==> src/hdl/upta_pkg.sv <==
`timescale 1ns / 1ps
// Shared constants, types and helper functions for the UDP port table allocator.
package upta_pkg;

  localparam int PORT_W    = 16;
  localparam int OWNER_W   = 8;
  localparam int MODE_W    = 2;
  localparam int STATUS_W  = 2;
  localparam int CFG_IDX_W = 1;
  localparam int CFG_W     = 16;

  localparam int PORT_COUNT   = 65536;
  localparam int SEARCH_LIMIT = 10000;
  localparam int CNT_W        = $clog2(SEARCH_LIMIT + 1);

  // Valid bits are stored 32 to a row so the reset sweep is short.
  localparam int ROW_BITS = 32;
  localparam int BIT_W    = $clog2(ROW_BITS);
  localparam int VROWS    = PORT_COUNT / ROW_BITS;
  localparam int VROW_AW  = $clog2(VROWS);
  localparam int OWN_AW   = $clog2(PORT_COUNT);

  localparam logic [PORT_W-1:0] RANGE_BASE_RST = PORT_W'(50000);
  localparam logic [PORT_W-1:0] RANGE_END_RST  = PORT_W'(60000);

  localparam logic [MODE_W-1:0] MODE_CLAIM   = MODE_W'(0);
  localparam logic [MODE_W-1:0] MODE_RELEASE = MODE_W'(1);
  localparam logic [MODE_W-1:0] MODE_LOOKUP  = MODE_W'(2);

  localparam logic [STATUS_W-1:0] ST_OK    = STATUS_W'(0);
  localparam logic [STATUS_W-1:0] ST_INUSE = STATUS_W'(1);
  localparam logic [STATUS_W-1:0] ST_MISS  = STATUS_W'(2);

  localparam logic [CFG_IDX_W-1:0] CFG_RANGE_BASE = CFG_IDX_W'(0);
  localparam logic [CFG_IDX_W-1:0] CFG_RANGE_END  = CFG_IDX_W'(1);

  typedef struct packed {
    logic clr_step;
    logic load;
    logic finish_fixed;
    logic search_step;
  } upta_cmd_t;

  typedef struct packed {
    logic clr_done;
    logic start_search;
    logic search_done;
    logic out_free;
  } upta_sts_t;

  function automatic logic port_in_table(input logic [PORT_W-1:0] p);
    return (32'(p) < PORT_COUNT);
  endfunction

  function automatic logic [PORT_W-1:0] probe_next(input logic [PORT_W-1:0] p,
                                                   input logic [PORT_W-1:0] b,
                                                   input logic [PORT_W-1:0] e);
    logic [PORT_W-1:0] n;
    n = p + PORT_W'(1);
    if (n >= e || n < b) begin
      n = b;
    end
    return n;
  endfunction

endpackage

==> src/hdl/upta_ctrl.sv <==
`timescale 1ns / 1ps
// Sequencing state machine for the port table allocator.
module upta_ctrl (
  input  logic               clk,
  input  logic               rst_n,
  input  logic               in_valid_i,
  output logic               in_ready_o,
  input  upta_pkg::upta_sts_t sts_i,
  output upta_pkg::upta_cmd_t cmd_o
);
  import upta_pkg::*;

  typedef enum logic [3:0] {
    S_CLEAR  = 4'b0001,
    S_IDLE   = 4'b0010,
    S_FIXED  = 4'b0100,
    S_SEARCH = 4'b1000
  } state_t;

  state_t state_r, state_nxt;

  always_ff @(posedge clk) begin
    if (!rst_n) begin
      state_r <= S_CLEAR;
    end else begin
      state_r <= state_nxt;
    end
  end

  always_comb begin
    state_nxt  = state_r;
    cmd_o      = '0;
    in_ready_o = 1'b0;
    case (state_r)
      S_CLEAR: begin
        cmd_o.clr_step = 1'b1;
        if (sts_i.clr_done) begin
          state_nxt = S_IDLE;
        end
      end
      S_IDLE: begin
        in_ready_o = 1'b1;
        if (in_valid_i) begin
          cmd_o.load = 1'b1;
          state_nxt  = sts_i.start_search ? S_SEARCH : S_FIXED;
        end
      end
      S_FIXED: begin
        if (sts_i.out_free) begin
          cmd_o.finish_fixed = 1'b1;
          state_nxt          = S_IDLE;
        end
      end
      S_SEARCH: begin
        if (sts_i.out_free) begin
          cmd_o.search_step = 1'b1;
          if (sts_i.search_done) begin
            state_nxt = S_IDLE;
          end
        end
      end
      default: begin
        state_nxt = S_CLEAR;
      end
    endcase
  end

endmodule

==> config.mk <==
export PLATFORM = sky130hd
export DESIGN_NAME = upta_ctrl
export DESIGN_NICKNAME = d
export VERILOG_FILES = /design/src/hdl/upta_pkg.sv /design/src/hdl/upta_ctrl.sv
export SDC_FILE = /design/constraint.sdc
export NUM_CORES = 1
export LEC_CHECK = 0
export BUFFER_PORTS_ARGS = -buffer_cell sky130_fd_sc_hd__buf_4
export CORE_AREA = 2 2 39 41
export CTS_BUF_LIST = sky130_fd_sc_hd__clkbuf_4
export DETAILED_ROUTE_END_ITERATION = 8
export DIE_AREA = 0 0 41 43
export PLACE_DENSITY_LB_ADDON = 0.3
export SLEW_MARGIN = 20
export SYNTH_ARGS = -nofsm -noshare
export SYNTH_HDL_FRONTEND = slang
export SYNTH_SLANG_ARGS = --single-unit
==> constraint.sdc <==
create_clock -name clk -period 2.5 [get_ports clk]
set_input_delay 0.125 -clock clk [delete_from_list [all_inputs] [get_ports clk]]
set_output_delay 0.125 -clock clk [all_outputs]
set_load 0.005 [all_outputs]
Yosys cells after proc, flatten, opt, wreduce, memory -nomap -nowiden
Cells that the tools add are included.
- equal/unequal tests: 9
- muxes and demuxes: 14
- reduce and logical (&&, ||, !) cells: 1
- operator list (cell ; count):
    $mux W4 ; 6
    $pmux W4 S4 ; 1
    $ne A2 B2 Y1 const B ; 5
    $mux W1 ; 7
    $reduce_and A5 Y1 ; 1
    $eq A4 B1 Y1 const B ; 1
    $eq A4 B2 Y1 const B ; 1
    $eq A4 B3 Y1 const B ; 1
    $eq A4 B4 Y1 const B ; 1
- flip-flop bits (word level): 4
- input port bits: 7
- output and inout port bits: 5

Logic depth before layout (Yosys ltp)
- depth after elaboration: 3
- gate-level depth with buffers: 4
- depth with buffers taken out: 3

Worst setup path before layout
No wires, ideal clock.
- path kind: reg-to-reg
- from: register state_r[3]
- to: register state_r[1]
- library setup time: 0.122 ns
- arrival time: 1.107 ns
- required time: 2.378 ns
- slack: 1.271 ns
- cell stages (with the launch flop): 5
- path buffers: 1
- period minus slack after synthesis: 1.229 ns
- path through: dfxtp_1 -> buf_6 -> xnor2_1 -> and3b_1 -> o311a_1
- word-level cells in the longest chain between the ends: 3
- RTL lines (what ; line ; RTL):
    start, declared ; upta_ctrl.sv:20 ; state_t state_r, state_nxt;
    start signal, assigned ; upta_ctrl.sv:26 ; state_r <= state_nxt;
    $eq A4 B1 Y1, or another cell as far along ; upta_ctrl.sv:34 ; case (state_r)
    $ne A2 B2 Y1 (no line) ; - ;
    $reduce_and A5 Y1 (no line) ; - ;
Several ways; a longest one is shown, not always the timed one.
A chain may end at the register's enable or synchronous reset.

==> impl_results.md <==
- Initial Util: 0.2170
- Worst Hold Class: primary input to register
- Top flop regs: state_r x4
- Final Cell Area: approximately 410 um2
- Clk root buf: clkbuf_4
- Synth Instances: 31
- CTS sink count: 4
- Max-slew violations: 0
- Post-Synth Adder-Cell Area: 0
- Max reg flops: 4
- Final worst path period share: 0.5883
- Top-level I/O count: 12
- Layout fillers: between 100 and 150
- Compound-Gate Fraction of Synth Area: 0.1667
- Sequential fraction of the synthesis area: 0.2667
- Simple-gate area share of the yosys netlist: 0.4875
- Detailed Routing Iterations Pass 1: 4
- Die area: 1763 um2
- Peak Freq: about 0.7 GHz
- Min cycle time layout: approximately 1.5 ns
- Layout cells sized above 1: 0.4091
- Req. time, crit path: approximately 2.4 ns
- Placed instance area: ~390 um2
- #FFs+latches synth: 4
- DR iter-0 viols: 6
- # DRC: 0
- Critical path class: register to output port
- Crit. End Element: output port
- Number of global-route vias before repair: about 280
- Core Rows: 14
- Post-CTS setup buffer count: 0
- Max H-tree Level: 1
- Hold_buf cts: 0
- Largest cells by area after synthesis: dfxtp_1 27%, and4b_2 11%, nor4b_4 7.9%
- Area leader, netlist: dfxtp_1
- Post-synthesis mux area share: 0
- Net Count, Synth: 38
- Clock tree buffer depth: 2
- Netlist cell types: 23
- CP max stage cell: dfxtp_1
- RSZ-0062 raised after global routing: no
- Crit. Startpoint: state_r[0]
- Initial antenna violation count: 0
- Wirelength per Cell: ~11 um
- Via Count: between 200 and 300
- HPWL after detailed placement: 497.8 um
- Worst Clk Skew: about 0.0027 ns
- RR Endpoint: state_r[1]
- Setup TNS Final: 0 ns
- Leakage: 0.1660 nW
- GRT Overall Usage: 0.09729
- Data arrival, critical path: 1.35 ns
- Area delta synth->final: 37.92%
- Cts bufs inserted: 3
- Final GP Congestion: between 0.7 and 0.8
- Pin count of the biggest net entering global routing: 12
- Total Wirelength: between 600 and 700 um
- Largest family of logic cells by synthesized area: simple AND/OR/NAND/NOR gates
- Mapped Area: between 300 and 400 um2
- Crit-path max cell delay: around 0.50 ns
- Placed cells: 57
- Die H: between 40 and 50 um
- # port buffers: 11
- Cell-by-cell listing of the critical path: nor4b_1 -> buf_4
- Non-Filler Instances: 60
- Post_cts resized: 0
- Status: finished, final reports clean
- Worst-margin pin slew: approximately 0.43 ns
- Core box area: 1384 um2
- MaxCap Viol Count: 0
- Most flop-heavy register: state_r
- Clk pin slew, worst setup/hold paths: 0.04 ns
- Global-route wire length before repair: ~1100 um
- Max_slew headroom: 0.7103
- CTS tree: built
- FF-to-FF Start: state_r[3]
- Post-synthesis xor/xnor area fraction: 0.02917
- R2R cell count: 3
- Vias per inst: about 4.7
- Overflow after GRT: 0
- Post-synth top area share: 0.2667
- Final setup fails: 0
- Die Wd: 41 um
- Synthesis warning total: 0
- Diodes inserted: 0
- Worst Hold Depth: 2
- Nets: 53
- R2R Setup Slk: ~1.1 ns
- VDD IR-drop max: 0.1572 mV
- Pwr dens: ~480 nW/um2
- Nature of the critical path startpoint: register
- Number of antenna-violating nets in the routed design: 0
- Clk_lat worst skew: approximately 0.24 ns
- Final Hold Viols: 0
- Hold WS: around 0.097 ns
- Maximum fanout along the worst path: 9
- Crit path to: cmd_o[3]
- Syn Area/Cell: a little under 10 um2
[area by class of cell]
cell class / instances / area (um2) / share of cell area
clock buffers: 3 / 22.52 / 0.05438
multi-input cells: 25 / 205.2 / 0.4955
flip-flops and latches: 4 / 80.08 / 0.1934
repair buffers: 11 / 82.58 / 0.1994
inverters: 1 / 3.754 / 0.009063
well taps: 16 / 20.02 / 0.04834
[critical path, delay by kind of cell, from the launching register on]
| family | cells | cell delay, ns |
|---|---|---|
| DFF | 1 | 0.50 |
| and+or+nand+nor | 1 | 0.42 |
| buffers and inverters | 1 | 0.19 |
[cell usage in the layout (no fill, tap or decap), types with 2 or more instances in the layout]
cell,instances
buf_4,11
dfxtp_1,4
nor3b_1,2
a21boi_1,2
nor2_1,2
clkbuf_4,3
and4b_2,3
[cell usage after synthesis]
master	count
a211oi_1	1
a21boi_1	2
and2_1	1
and3b_1	1
and4b_2	3
buf_6	1
dfxtp_1	4
inv_1	1
nand2_1	1
nand3_1	1
nand3b_1	1
nand4b_1	1
nand4bb_1	1
nor2_1	2
nor2b_1	1
nor3b_1	2
nor4b_1	1
nor4b_4	1
o21a_1	1
o21ai_0	1
o21ai_1	1
o311a_1	1
xnor2_1	1
[worst min-delay path by stage]
stage,from,end,slack (ns)
6_report,rst_n,state_r[0],0.1
5_1_grt,rst_n,state_r[0],0.1
4_1_cts,rst_n,state_r[0],0.09
3_5_place_dp,rst_n,state_r[0],0.34
3_3_place_gp,rst_n,state_r[0],0.35
2_1_floorplan,rst_n,state_r[0],0.20
[power breakdown]
part	internal [W]	switching [W]
clock	0.0000540	0.0000302
combinational	0.0000237	0.0000140
sequential	0.0000681	0.00000822
total	0.000146	0.0000524
[cells by family after synthesis]
logic type,after synthesis
flip-flops,4
AO/OA/AOI/OAI,7
buffers and inverters,2
XOR/XNOR,1
AND/OR/NAND/NOR,17
[per-layer routing]
metal	routed length, um	vias to the layer above	global-route usage	share of wire
met1	302	124	0.1346	0.45
met3	28	2	0.01571	0.041
met5	0	-	0	0
met2	330	11	0.1250	0.49
li1	-	146	-	-
met4	14	0	0.08000	0.021
[through the flow]
stage,worst slack (ns),utilization,power (W)
global route,0.9159,0.2993,0.0002082
finish,1.029,0.2993,0.0001981
global placement,1.177,0.2830,0.0001156
CTS,1.019,0.2993,0.0002017
detailed placement,1.157,0.2830,0.0001147
floorplan,1.271,-,0.00009512
Note: power is estimated with default switching activity, not from simulation.
